[src/sv/tkt_pkg.sv]
`timescale 1ns / 1ps
`default_nettype none

package tkt_pkg;

  // operation codes carried by the opcode field
  typedef enum logic [1:0] {
    OP_INSERT = 2'd0,
    OP_REMOVE = 2'd1,
    OP_READ   = 2'd2,
    OP_NONE   = 2'd3
  } op_t;

  // one held record
  typedef struct packed {
    logic        valid;
    logic [31:0] id;
    logic [7:0]  grade;
    logic [7:0]  exercises;
  } entry_t;

  // control handed to every cell in the accept cycle
  typedef struct packed {
    logic   ins;          // insert word accepted
    logic   rem;          // remove word accepted
    logic   prev_take;    // cell above takes the new record or shifts down
    logic   found_above;  // a match was found above this cell
    entry_t rec;          // new record with valid set, id doubles as removal key
  } cell_ctrl_t;

  // per-cell compare results
  typedef struct packed {
    logic take;   // empty or strictly beaten by the new record
    logic match;  // holds a record with the removal key
  } cell_stat_t;

  // one result word
  typedef struct packed {
    logic [1:0]  rank;
    logic        valid;
    logic [31:0] id;
    logic [7:0]  grade;
    logic [7:0]  exercises;
    logic        last;
  } out_word_t;

endpackage

`default_nettype wire

[src/sv/tkt_cell.sv]
`timescale 1ns / 1ps
`default_nettype none

module tkt_cell (
  input  wire logic               clk,
  input  wire logic               rst,
  input  wire tkt_pkg::cell_ctrl_t ctrl,
  input  wire tkt_pkg::entry_t    above,
  input  wire tkt_pkg::entry_t    below,
  output tkt_pkg::entry_t         entry,
  output tkt_pkg::cell_stat_t     stat
);

  // local compares against the held record
  logic beats;
  assign beats = (ctrl.rec.grade > entry.grade) ||
                 ((ctrl.rec.grade == entry.grade) &&
                  (ctrl.rec.exercises > entry.exercises));
  assign stat = '{take:  !entry.valid || beats,
                  match: entry.valid && (entry.id == ctrl.rec.id)};

  // insert loads new or shifts down, remove shifts up from below
  always_ff @(posedge clk) begin
    if (rst) begin
      entry <= '0;
    end else if (ctrl.ins) begin
      if (ctrl.prev_take) begin
        entry <= above;
      end else if (stat.take) begin
        entry <= ctrl.rec;
      end
    end else if (ctrl.rem && (stat.match || ctrl.found_above)) begin
      entry <= below;
    end
  end

endmodule

`default_nettype wire

[src/sv/top_k_tracker_with_removal.sv]
`timescale 1ns / 1ps
`default_nettype none

// channel  | handshake            | word
// ---------+----------------------+-------------------------------------------
// in       | in_valid / in_ready  | opcode, rec_id, rec_grade, rec_exercises
// out      | out_valid / out_ready| rank, entry_valid, entry_id, entry_grade,
//          |                      | entry_exercises, last
//
// insert and remove: every cell compares in parallel and the row shifts
// in the accept cycle, the result lands in the output register.
// read emits TOP_COUNT words from a rank counter after the accept cycle,
// one per cycle unless the output stalls; input waits until the last is loaded.
// rst clears all cells and control.
// a stalled output holds its word and blocks input until taken.

module top_k_tracker_with_removal #(
  parameter int TOP_COUNT = 3
) (
  input  wire logic        clk,
  input  wire logic        rst,
  input  wire logic        in_valid,
  output logic             in_ready,
  input  wire logic [1:0]  opcode,
  input  wire logic [31:0] rec_id,
  input  wire logic [7:0]  rec_grade,
  input  wire logic [7:0]  rec_exercises,
  output logic             out_valid,
  input  wire logic        out_ready,
  output logic [1:0]       rank,
  output logic             entry_valid,
  output logic [31:0]      entry_id,
  output logic [7:0]       entry_grade,
  output logic [7:0]       entry_exercises,
  output logic             last
);

  localparam int CNT_W = $clog2(TOP_COUNT + 1);
  localparam int IDX_W = (TOP_COUNT > 1) ? $clog2(TOP_COUNT) : 1;

  tkt_pkg::entry_t     entries [TOP_COUNT];
  tkt_pkg::entry_t     aboves  [TOP_COUNT];
  tkt_pkg::entry_t     belows  [TOP_COUNT];
  tkt_pkg::cell_ctrl_t ctrls   [TOP_COUNT];
  tkt_pkg::cell_stat_t stats   [TOP_COUNT];
  logic [TOP_COUNT-1:0] take;
  logic [TOP_COUNT-1:0] match;
  logic [TOP_COUNT-1:0] found_above;

  logic             reading;
  logic [CNT_W-1:0] rd_cnt;
  logic             out_free;
  logic             accept;
  logic             ins_en;
  logic             rem_en;
  tkt_pkg::entry_t  new_rec;
  tkt_pkg::out_word_t out_word;
  tkt_pkg::out_word_t out_word_next;
  logic             out_load;

  // handshake
  assign out_free = !out_valid || out_ready;
  assign in_ready = !reading && out_free;
  assign accept   = in_valid && in_ready;
  assign ins_en   = accept && (tkt_pkg::op_t'(opcode) == tkt_pkg::OP_INSERT);
  assign rem_en   = accept && (tkt_pkg::op_t'(opcode) == tkt_pkg::OP_REMOVE);

  assign new_rec = '{valid: 1'b1, id: rec_id, grade: rec_grade, exercises: rec_exercises};

  // row of cells with neighbor links
  for (genvar i = 0; i < TOP_COUNT; i++) begin : g_cell
    assign take[i]  = stats[i].take;
    assign match[i] = stats[i].match;
    if (i == 0) begin : g_head
      assign found_above[i] = 1'b0;
      assign aboves[i] = '0;
      assign ctrls[i]  = '{ins: ins_en, rem: rem_en, prev_take: 1'b0,
                           found_above: 1'b0, rec: new_rec};
    end else begin : g_body
      assign found_above[i] = found_above[i-1] || match[i-1];
      assign aboves[i] = entries[i-1];
      assign ctrls[i]  = '{ins: ins_en, rem: rem_en, prev_take: take[i-1],
                           found_above: found_above[i], rec: new_rec};
    end
    if (i == TOP_COUNT - 1) begin : g_tail
      assign belows[i] = '0;
    end else begin : g_mid
      assign belows[i] = entries[i+1];
    end
    tkt_cell u_cell (
      .clk   (clk),
      .rst   (rst),
      .ctrl  (ctrls[i]),
      .above (aboves[i]),
      .below (belows[i]),
      .entry (entries[i]),
      .stat  (stats[i])
    );
  end

  // rank and record of the first taking or matching cell
  logic [CNT_W-1:0]  ins_rank;
  logic [CNT_W-1:0]  rem_rank;
  tkt_pkg::entry_t   rem_entry;
  logic              ins_hit;
  logic              rem_hit;

  always_comb begin
    ins_rank  = CNT_W'(TOP_COUNT);
    rem_rank  = CNT_W'(TOP_COUNT);
    rem_entry = '0;
    ins_hit   = |take;
    rem_hit   = |match;
    if (ins_hit) ins_rank = '0;
    if (rem_hit) rem_rank = '0;
    for (int i = 0; i < TOP_COUNT; i++) begin
      if (take[i] && ((i == 0) || !take[(i == 0) ? 0 : i - 1])) begin
        ins_rank = ins_rank | CNT_W'(i);
      end
      if (match[i] && !found_above[i]) begin
        rem_rank  = rem_rank | CNT_W'(i);
        rem_entry = rem_entry | entries[i];
      end
    end
  end

  // rank masked to the two-bit field
  function automatic logic [1:0] rank2(input logic [CNT_W-1:0] r);
    logic [CNT_W+1:0] wide;
    wide = {2'b00, r};
    return wide[1:0];
  endfunction

  // next output word
  tkt_pkg::entry_t rd_entry;
  logic            rd_last;
  assign rd_entry = entries[rd_cnt[IDX_W-1:0]];
  assign rd_last  = (rd_cnt == CNT_W'(TOP_COUNT - 1));

  always_comb begin
    out_load      = 1'b0;
    out_word_next = '0;
    if (ins_en) begin
      out_load            = 1'b1;
      out_word_next.rank  = rank2(ins_rank);
      out_word_next.last  = 1'b1;
      if (ins_hit) begin
        out_word_next.valid     = 1'b1;
        out_word_next.id        = rec_id;
        out_word_next.grade     = rec_grade;
        out_word_next.exercises = rec_exercises;
      end
    end else if (rem_en) begin
      out_load            = 1'b1;
      out_word_next.rank  = rank2(rem_rank);
      out_word_next.last  = 1'b1;
      if (rem_hit) begin
        out_word_next.valid     = 1'b1;
        out_word_next.id        = rem_entry.id;
        out_word_next.grade     = rem_entry.grade;
        out_word_next.exercises = rem_entry.exercises;
      end
    end else if (reading && out_free) begin
      out_load            = 1'b1;
      out_word_next.rank  = rank2(rd_cnt);
      out_word_next.last  = rd_last;
      if (rd_entry.valid) begin
        out_word_next.valid     = 1'b1;
        out_word_next.id        = rd_entry.id;
        out_word_next.grade     = rd_entry.grade;
        out_word_next.exercises = rd_entry.exercises;
      end
    end
  end

  // control: output valid and read sequencer
  always_ff @(posedge clk) begin
    if (rst) begin
      out_valid <= 1'b0;
      reading   <= 1'b0;
      rd_cnt    <= '0;
    end else begin
      out_valid <= out_load || (out_valid && !out_ready);
      if (accept && (tkt_pkg::op_t'(opcode) == tkt_pkg::OP_READ)) begin
        reading <= 1'b1;
        rd_cnt  <= '0;
      end else if (reading && out_free) begin
        rd_cnt <= rd_cnt + CNT_W'(1);
        if (rd_last) reading <= 1'b0;
      end
    end
  end

  // output word register
  always_ff @(posedge clk) begin
    if (out_load) out_word <= out_word_next;
  end

  assign rank            = out_word.rank;
  assign entry_valid     = out_word.valid;
  assign entry_id        = out_word.id;
  assign entry_grade     = out_word.grade;
  assign entry_exercises = out_word.exercises;
  assign last            = out_word.last;

endmodule

`default_nettype wire
[config.mk]
export PLATFORM = sky130hd
export DESIGN_NAME = top_k_tracker_with_removal
export DESIGN_NICKNAME = d
export VERILOG_FILES = /design/src/sv/tkt_pkg.sv /design/src/sv/tkt_cell.sv /design/src/sv/top_k_tracker_with_removal.sv
export SDC_FILE = /design/constraint.sdc
export NUM_CORES = 1
export LEC_CHECK = 0
export BUFFER_PORTS_ARGS = -buffer_cell sky130_fd_sc_hd__buf_2
export CORE_MARGIN = 10
export CORE_UTILIZATION = 25
export CTS_CLUSTER_DIAMETER = 60
export DETAILED_ROUTE_END_ITERATION = 16
export PLACE_DENSITY = 0.47
export SYNTH_ARGS = -nofsm -noshare
export SYNTH_HDL_FRONTEND = slang
export SYNTH_SLANG_ARGS = --single-unit
export TNS_END_PERCENT = 100
[constraint.sdc]
create_clock -name clk -period 3.5 [get_ports clk]
set_clock_uncertainty 0.1 [all_clocks]
set_input_delay 0.7 -clock clk [delete_from_list [all_inputs] [get_ports clk]]
set_output_delay 0.7 -clock clk [all_outputs]
set_load 0.005 [all_outputs]
==> metrics.csv, run 1 <==
stage;metric;value;unit
grt;residual overflow from global routing;0;
power;post-layout power;0.00654;W
worst_setup_path;worst path required time;3720;ps
yosys;fraction of the yosys area taken by sequential cells;0.323;
die;area enclosed by the die boundary;66600;um^2
grt;first-pass GRT wire length;86500;um
die;core box area;56300;um^2
timing;Setup Viol. Count Final;0;
timing;final-layout setup total negative slack;0;ps
grt;maximum number of pins on one net before global-route repair;60;
yosys;Seq cells post-synth;203;
worst_setup_path;Crit Path Category;reg -> reg;
detailed_routing;first-pass detailed-route iteration total;5;
grt;aggregate global-route resource usage;0.166;
detailed_routing;average via count per standard cell;5.23;
worst_setup_path;Worst EP arrival;3440;ps
clock_tree;clock tree from TritonCTS;yes;
worst_setup_path;kind of end point of the critical path;register;
clock_tree;post-CTS setup-driven buffer insertion count;0;
final_layout;share of cells above drive strength 1;0.171;
yosys;number of distinct standard cells referenced by the synthesized netlist;58;
place;number of I/O port buffers;107;
worst_setup_path;master of the slowest instance on the critical path;sky130_fd_sc_hd__nor4_1;
clock_tree;CTS hold repair buffers;0;
timing;Period minus WS final;3220;ps
clock_tree;insertion delay of the later-clocked pin in the worst-skew pair;580;ps
clock_tree;CTS Buf Count;29;
yosys;largest area contributor in the netlist;sky130_fd_sc_hd__dfxtp_1;
detailed_routing;routed length per placed instance;22.2;um
worst_setup_path;cell breakdown of the critical path;xor2_1, nor4_1, buf_4, nand4_1, buf_4, nor3_4, buf_12, buf_12, nand3_1, a311o_1, o211ai_1;
detailed_routing;final wirelength;57300;um
timing;Fmax;0.310;GHz
clock_tree;worst-case clock buffer depth;3;
timing;number of hold violations in the final report;0;
die;I/O pins;108;
yosys;top cell type's share of synthesized area;0.213;
yosys;ranking of synthesized cells by area;sky130_fd_sc_hd__dfxtp_1 (21%), sky130_fd_sc_hd__edfxtp_1 (11%), sky130_fd_sc_hd__mux2i_1 (10%);
grt;via count of the first global-routing pass;13300;
timing;RSZ-0062 raised after global routing;no;
die;standard-cell row count;87;
final_layout;number of inserted diodes;0;
clock_tree;clk slew on worst S/H paths;60;ps
outcome;status;complete, no violations;
die;initial core utilization;0.252;
final_layout;area grow syn2layout;21.3;%
yosys;proportion of register bits with asynchronous set or reset after synthesis;0;
timing;count of final max-slew check failures;0;
clock_tree;Post-CTS Resized;0;
detailed_routing;post-route DRC violation count;0;
yosys;synthesized area per cell;8.28;um^2
yosys;post-synthesis net count;1816;
job;number of violations of the max-capacitance limit;0;
power;worst vdd ir;0.384;mV
yosys;total standard cell area after synthesis;14200;um^2
clock_tree;clk sinks;203;
yosys;yosys synthesis warning count;0;
clock_tree;H-tree depth;1;
detailed_routing;DRC marker count from the first detailed-route iteration;1015;
worst_setup_path;maximum net fanout on the critical path;15;
place;placer's final routability congestion estimate;0.881;
yosys;EDFF count, synth;52;
die;Die Height;258;um
hold_path;Hold WC Path Type;in -> reg;
die;overall die width;258;um
worst_setup_path;max incr delay on CP;530;ps
power;static power due to leakage;6.30;nW
yosys;top_reg_cell synth;sky130_fd_sc_hd__dfxtp_1;
timing;Worst Tran Pin Value;773;ps
clock_tree;root buf cell;sky130_fd_sc_hd__clkbuf_16;
grt;number of antenna violations at the first check in global routing;3;
detailed_routing;Antenna Nets Post-Route;0;
timing;share of the clock period used by the worst path after layout;0.921;
worst_setup_path;type of origin of the critical path;register;
power;areal power density over the cells;380;nW/um^2
timing;Post-Route Hold Slack;384;ps
place;DP HPWL;39300;um
timing;Relative slew margins;0.485;
yosys;synthesized instance count;1713;
detailed_routing;vias;13500;
final_layout;net total in the final layout;1908;
## worst max-delay path: cells and delay by family (launching register included)
kind	cells	cell delay, ps
XOR/XNOR	1	210
buffers and inverters	4	690
AND/OR/NAND/NOR	4	1000
AO/OA/AOI/OAI	2	590
flip-flops	1	360
## path summary, 6_finish.rpt
kind	endpoint	cells past startpoint	startpoint	slack [ps]
max	entry_grade[5]$_DFFE_PP_	11	g_cell[2].u_cell.entry[44]$_SDFFE_PP0P_	280
min	g_cell[0].u_cell.entry[16]$_SDFFE_PP0P_	3	rec_id[0]	380
max reg2reg	entry_grade[5]$_DFFE_PP_	11	g_cell[2].u_cell.entry[44]$_SDFFE_PP0P_	280
min reg2reg	g_cell[0].u_cell.entry[38]$_SDFFE_PP0P_	2	g_cell[0].u_cell.entry[38]$_SDFFE_PP0P_	430
## power by group
group          internal (W)  total, W  switching [W]
clock               0.00180   0.00302        0.00121
sequential          0.00250   0.00259      0.0000873
combinational      0.000358  0.000935       0.000577
## per-stage QoR
stage,area (um^2),utilization,setup WS (ps),instances
CTS,17200,0.306,315,2584
detailed placement,16200,0.289,-112,2530
finish,17200,0.306,276,2584
floorplan,14200,-,413,1713
global placement,16200,0.289,-149,2530
global route,17200,0.306,211,2584
## cell type report
cell class / count / area, um^2
Fill cell: 5955 / 39100
Multi-Input combinational cell: 1184 / 8350
Sequential cell: 203 / 4590
Timing Repair Buffer: 225 / 1750
Tap cell: 756 / 946
Clock buffer: 42 / 836
Inverter: 162 / 608
Clock inverter: 12 / 130
## registers in the layout, indices dropped and copies added (netlist names)
name,cells
reading,1
entry_exercises,8
entry_id,32
entry_valid,1
last,1
entry_grade,8
g_cell.u_cell.entry,147
rank,2
rd_cnt,2
out_valid,1
## synthesized netlist by cell type (all sizes together), types with 2 or more instances
master / count
ha: 49
o211ai: 52
a311o: 45
o22ai: 31
clkbuf: 79
a22o: 48
mux2i: 142
nor3: 12
a21boi: 2
nand4: 26
dfxtp: 151
a21o: 6
o311ai: 4
xnor2: 64
nor4: 10
a211oi: 6
nand2b: 4
a2111oi: 51
edfxtp: 52
nor2: 190
and2: 3
and3: 3
o21a: 2
o21ai: 45
buf: 85
a311oi: 2
nand3: 55
a21oi: 57
o211a: 2
xor2: 32
or2: 4
o32ai: 49
inv: 162
nand2: 168
o31ai: 2
a31oi: 3
nor2b: 6
## cell families (layout without fill, tap and decap cells)
group | Yosys count | in the layout | synth area share
fa+ha+maj | 49 | 49 | 0.0432
simple gates | 485 | 485 | 0.147
flops | 203 | 203 | 0.323
compound gates | 412 | 412 | 0.230
mux | 142 | 142 | 0.100
buf+inv | 326 | 441 | 0.0967
xor+xnor | 96 | 96 | 0.0593
## layout by cell type (no fill, tap or decap), types with 11 or more instances in the layout
cell | netlist | routed
sky130_fd_sc_hd__a21oi_1 | 56 | 56
sky130_fd_sc_hd__xor2_1 | 32 | 32
sky130_fd_sc_hd__inv_1 | 162 | 162
sky130_fd_sc_hd__dfxtp_1 | 151 | 149
sky130_fd_sc_hd__o32ai_1 | 49 | 49
sky130_fd_sc_hd__a22o_1 | 48 | 48
sky130_fd_sc_hd__mux2i_1 | 142 | 142
sky130_fd_sc_hd__o211ai_1 | 52 | 52
sky130_fd_sc_hd__nor2_1 | 190 | 188
sky130_fd_sc_hd__edfxtp_1 | 52 | 52
sky130_fd_sc_hd__a2111oi_2 | 20 | 20
sky130_fd_sc_hd__clkbuf_16 | 0 | 30
sky130_fd_sc_hd__a2111oi_0 | 31 | 31
sky130_fd_sc_hd__nand2_1 | 168 | 166
sky130_fd_sc_hd__o22ai_1 | 31 | 31
sky130_fd_sc_hd__buf_12 | 0 | 26
sky130_fd_sc_hd__xnor2_1 | 64 | 64
sky130_fd_sc_hd__ha_1 | 49 | 49
sky130_fd_sc_hd__buf_4 | 8 | 93
sky130_fd_sc_hd__nand3_1 | 55 | 53
sky130_fd_sc_hd__nand4_1 | 26 | 26
sky130_fd_sc_hd__buf_2 | 70 | 106
sky130_fd_sc_hd__a311o_1 | 45 | 45
sky130_fd_sc_hd__o21ai_0 | 43 | 43
sky130_fd_sc_hd__nor3_1 | 11 | 11
## per-layer routing
metal,global-route usage,vias up,wire length (um)
met5,0,-,21
met4,0.0502,4,1360
met3,0.0222,95,3510
met2,0.265,490,25800
met1,0.228,6579,26700
li1,-,6344,-
Note: power is estimated with default switching activity, not from simulation.
==> inputs of run 2 (changes only) <==
==> constraint.sdc (replaced) <==
create_clock -name clk -period 4 [get_ports clk]
set_clock_uncertainty 0.1 [all_clocks]
set_input_delay 0 -clock clk [delete_from_list [all_inputs] [get_ports clk]]
set_output_delay 0 -clock clk [all_outputs]
set_load 0.005 [all_outputs]
==> metrics.csv, run 2 (same netlist as run 1, synthesis figures left out) <==
stage;metric;value;unit;change
final_layout;final instance area;17000;um^2;was 17200 um^2
outcome;status;complete, no violations;;unchanged
clock_tree;CTS Buf Count;26;;was 29
clock_tree;root buf cell;sky130_fd_sc_hd__clkbuf_16;;unchanged
power;fraction of power consumed by the clock network;0.440;;was 0.461
final_layout;most frequent standard cell in the layout excluding fill and tap cells;sky130_fd_sc_hd__nor2_1;;unchanged
power;internal cell power;0.00390;W;was 0.00466 W
power;Sw Ratio;0.293;;was 0.287
clock_tree;insertion delay of the later-clocked pin in the worst-skew pair;560;ps;was 580 ps
worst_setup_path;worst path required time;4390;ps;was 3720 ps
final_layout;commonest cells after routing, fill and taps aside;sky130_fd_sc_hd__nor2_1 (188), sky130_fd_sc_hd__nand2_1 (166), sky130_fd_sc_hd__inv_1 (162);;unchanged
clock_tree;worst-case clock buffer depth;3;;unchanged
die;area enclosed by the die boundary;66600;um^2;unchanged
grt;first-pass GRT wire length;87100;um;was 86500 um
timing;Relative slew margins;0.300;;was 0.485
worst_setup_path;master of the slowest instance on the critical path;sky130_fd_sc_hd__dlygate4sd3_1;;was sky130_fd_sc_hd__nor4_1
detailed_routing;routed length per placed instance;22.5;um;was 22.2 um
die;core box area;56300;um^2;unchanged
grt;maximum number of pins on one net before global-route repair;83;;was 60
worst_setup_path;cell breakdown of the critical path;inv_1, ha_1, nand2_1, o21ai_0, o21ai_0, a31oi_4, and2_1, a21oi_4, buf_4, a2111oi_2, dlygate4sd3_1;;was xor2_1, nor4_1, buf_4, nand4_1, buf_4, nor3_4, buf_12, buf_12, nand3_1, a311o_1, o211ai_1
job;number of violations of the max-capacitance limit;0;;unchanged
clock_tree;H-tree depth;1;;unchanged
final_layout;net total in the final layout;1899;;was 1908
detailed_routing;first-pass detailed-route iteration total;5;;unchanged
power;static power due to leakage;6.12;nW;was 6.30 nW
clock_tree;clk sinks;203;;unchanged
detailed_routing;Antenna Nets Post-Route;0;;unchanged
timing;count of final max-slew check failures;0;;unchanged
timing;Setup Viol. Count Final;0;;unchanged
worst_setup_path;CP delay by family, top;compound AO/OA/AOI/OAI gates;;was simple AND/OR/NAND/NOR gates
timing;share of the clock period used by the worst path after layout;0.946;;was 0.921
clock_tree;Post-CTS Resized;0;;unchanged
power;post-layout power;0.00552;W;was 0.00654 W
detailed_routing;average via count per standard cell;5.23;;about the same
timing;RSZ-0062 raised after global routing;no;;unchanged
clock_tree;clk slew on worst S/H paths;60;ps;about the same
final_layout;share of the core filled with cells in the final layout;0.302;;was 0.306
timing;Post-Route Hold Slack;257;ps;was 384 ps
place;number of I/O port buffers;107;;unchanged
worst_setup_path;maximum net fanout on the critical path;24;;was 15
power;net load switching power;0.00162;W;was 0.00187 W
timing;number of hold violations in the final report;0;;unchanged
power;part of the total power dissipated in combinational logic;0.150;;was 0.143
worst_setup_path;most frequent cell on the critical path;sky130_fd_sc_hd__o21ai_0;;
worst_setup_path;max incr delay on CP;590;ps;was 530 ps
grt;residual overflow from global routing;0;;unchanged
hold_path;Hold WC Path Type;in -> reg;;unchanged
place;DP HPWL;37600;um;was 39300 um
place;placer's final routability congestion estimate;0.855;;was 0.881
timing;Worst Tran Pin Value;1050;ps;was 773 ps
power;sequential fraction of design power;0.410;;was 0.396
worst_setup_path;kind of end point of the critical path;register;;unchanged
worst_setup_path;total buffers and inverters traversed by the critical path;3;;was 4
grt;number of antenna violations at the first check in global routing;2;;was 3
worst_setup_path;Crit Path Category;reg -> reg;;unchanged
die;standard-cell row count;87;;unchanged
clock_tree;clock tree from TritonCTS;yes;;unchanged
grt;via count of the first global-routing pass;13100;;was 13300
final_layout;share of cells above drive strength 1;0.132;;was 0.171
worst_setup_path;Worst EP arrival;4180;ps;was 3440 ps
final_layout;area grow syn2layout;19.7;%;was 21.3%
worst_setup_path;type of origin of the critical path;register;;unchanged
die;overall die width;258;um;unchanged
place;Placed Instance Area;15500;um^2;was 16200 um^2
grt;aggregate global-route resource usage;0.167;;was 0.166
final_layout;top register by number of flip-flops;g_cell.u_cell.entry;;unchanged
timing;Fmax;0.264;GHz;was 0.310 GHz
detailed_routing;final wirelength;57900;um;was 57300 um
die;I/O pins;108;;unchanged
detailed_routing;post-route DRC violation count;0;;unchanged
timing;final-layout setup total negative slack;0;ps;unchanged
detailed_routing;vias;13500;;about the same
power;areal power density over the cells;325;nW/um^2;was 380 nW/um^2
die;initial core utilization;0.252;;unchanged
timing;Period minus WS final;3790;ps;was 3220 ps
final_layout;Largest register FFs;147;;unchanged
detailed_routing;DRC marker count from the first detailed-route iteration;994;;was 1015
die;Die Height;258;um;unchanged
power;worst vdd ir;0.258;mV;was 0.384 mV
-- run 2: changes by cell type in the layout (fill, tap and decap cells not counted), sizes merged --
cell / before / now
buf: 225 / 156
dlygate4sd3: 0 / 63
clkbuf: 42 / 35
clkinv: 3 / 8
clkinvlp: 4 / 2
inv: 165 / 163
diode: 0 / 1
-- run 2: final cells by class --
cell class	instances	area (um^2)
Antenna cell	1	2.50
Clock buffer	35	726
Clock inverter	13	126
Fill cell	5976	39300
Inverter	162	608
Multi-Input combinational cell	1184	8350
Sequential cell	203	4590
Tap cell	756	946
Timing Repair Buffer	219	1640
-- run 2: worst register-to-register path, stage by stage (launching register included) --
cell	delay, ps
sky130_fd_sc_hd__dfxtp_1	390
sky130_fd_sc_hd__inv_1	100
sky130_fd_sc_hd__ha_1	320
sky130_fd_sc_hd__nand2_1	60
sky130_fd_sc_hd__o21ai_0	300
sky130_fd_sc_hd__o21ai_0	330
sky130_fd_sc_hd__a31oi_4	470
sky130_fd_sc_hd__and2_1	320
sky130_fd_sc_hd__a21oi_4	50
sky130_fd_sc_hd__buf_4	290
sky130_fd_sc_hd__a2111oi_2	430
sky130_fd_sc_hd__dlygate4sd3_1	590
-- run 2: power groups by stage --
| stage | registers [W] | clock network (W) | logic [W] |
|---|---|---|---|
| after floorplan | 0.00228 | 0 | 0.000469 |
| after global placement | 0.00231 | 0 | 0.000766 |
| after detailed placement | 0.00231 | 0 | 0.000772 |
| after CTS | 0.00226 | 0.00247 | 0.000825 |
| after global routing | 0.00227 | 0.00255 | 0.000890 |
| final | 0.00226 | 0.00243 | 0.000826 |
-- run 2: final timing paths --
| path | endpoint | start | cells past startpoint | slack, ps |
|---|---|---|---|---|
| max reg2reg | g_cell[0].u_cell.entry[6]$_SDFFE_PP0P_ | g_cell[0].u_cell.entry[7]$_SDFFE_PP0P_ | 11 | 210 |
| min reg2reg | reading$_SDFFE_PP0P_ | reading$_SDFFE_PP0P_ | 2 | 430 |
| max | g_cell[0].u_cell.entry[6]$_SDFFE_PP0P_ | g_cell[0].u_cell.entry[7]$_SDFFE_PP0P_ | 11 | 210 |
| min | g_cell[0].u_cell.entry[28]$_SDFFE_PP0P_ | rec_id[12] | 4 | 260 |
-- run 2: timing repair --
item                                    4_1_cts  5_1_grt
setup buffers                                 0        0
hold buffers                                 63        0
endpoints found under the setup margin        0        0
endpoints found under the hold margin       198        0
-- run 2: metal layers --
metal  wire [um]  global-route usage
met5           0                   0
met3        3380              0.0201
met2       26400               0.275
met1       27100               0.228
met4        1030              0.0404
-- run 2: per-stage QoR --
stage / cells / setup WS, ps
floorplan: 1713 / 1200
global placement: 2461 / 630
detailed placement: 2461 / 582
CTS: 2572 / 305
global route: 2573 / 93.2
finish: 2573 / 214
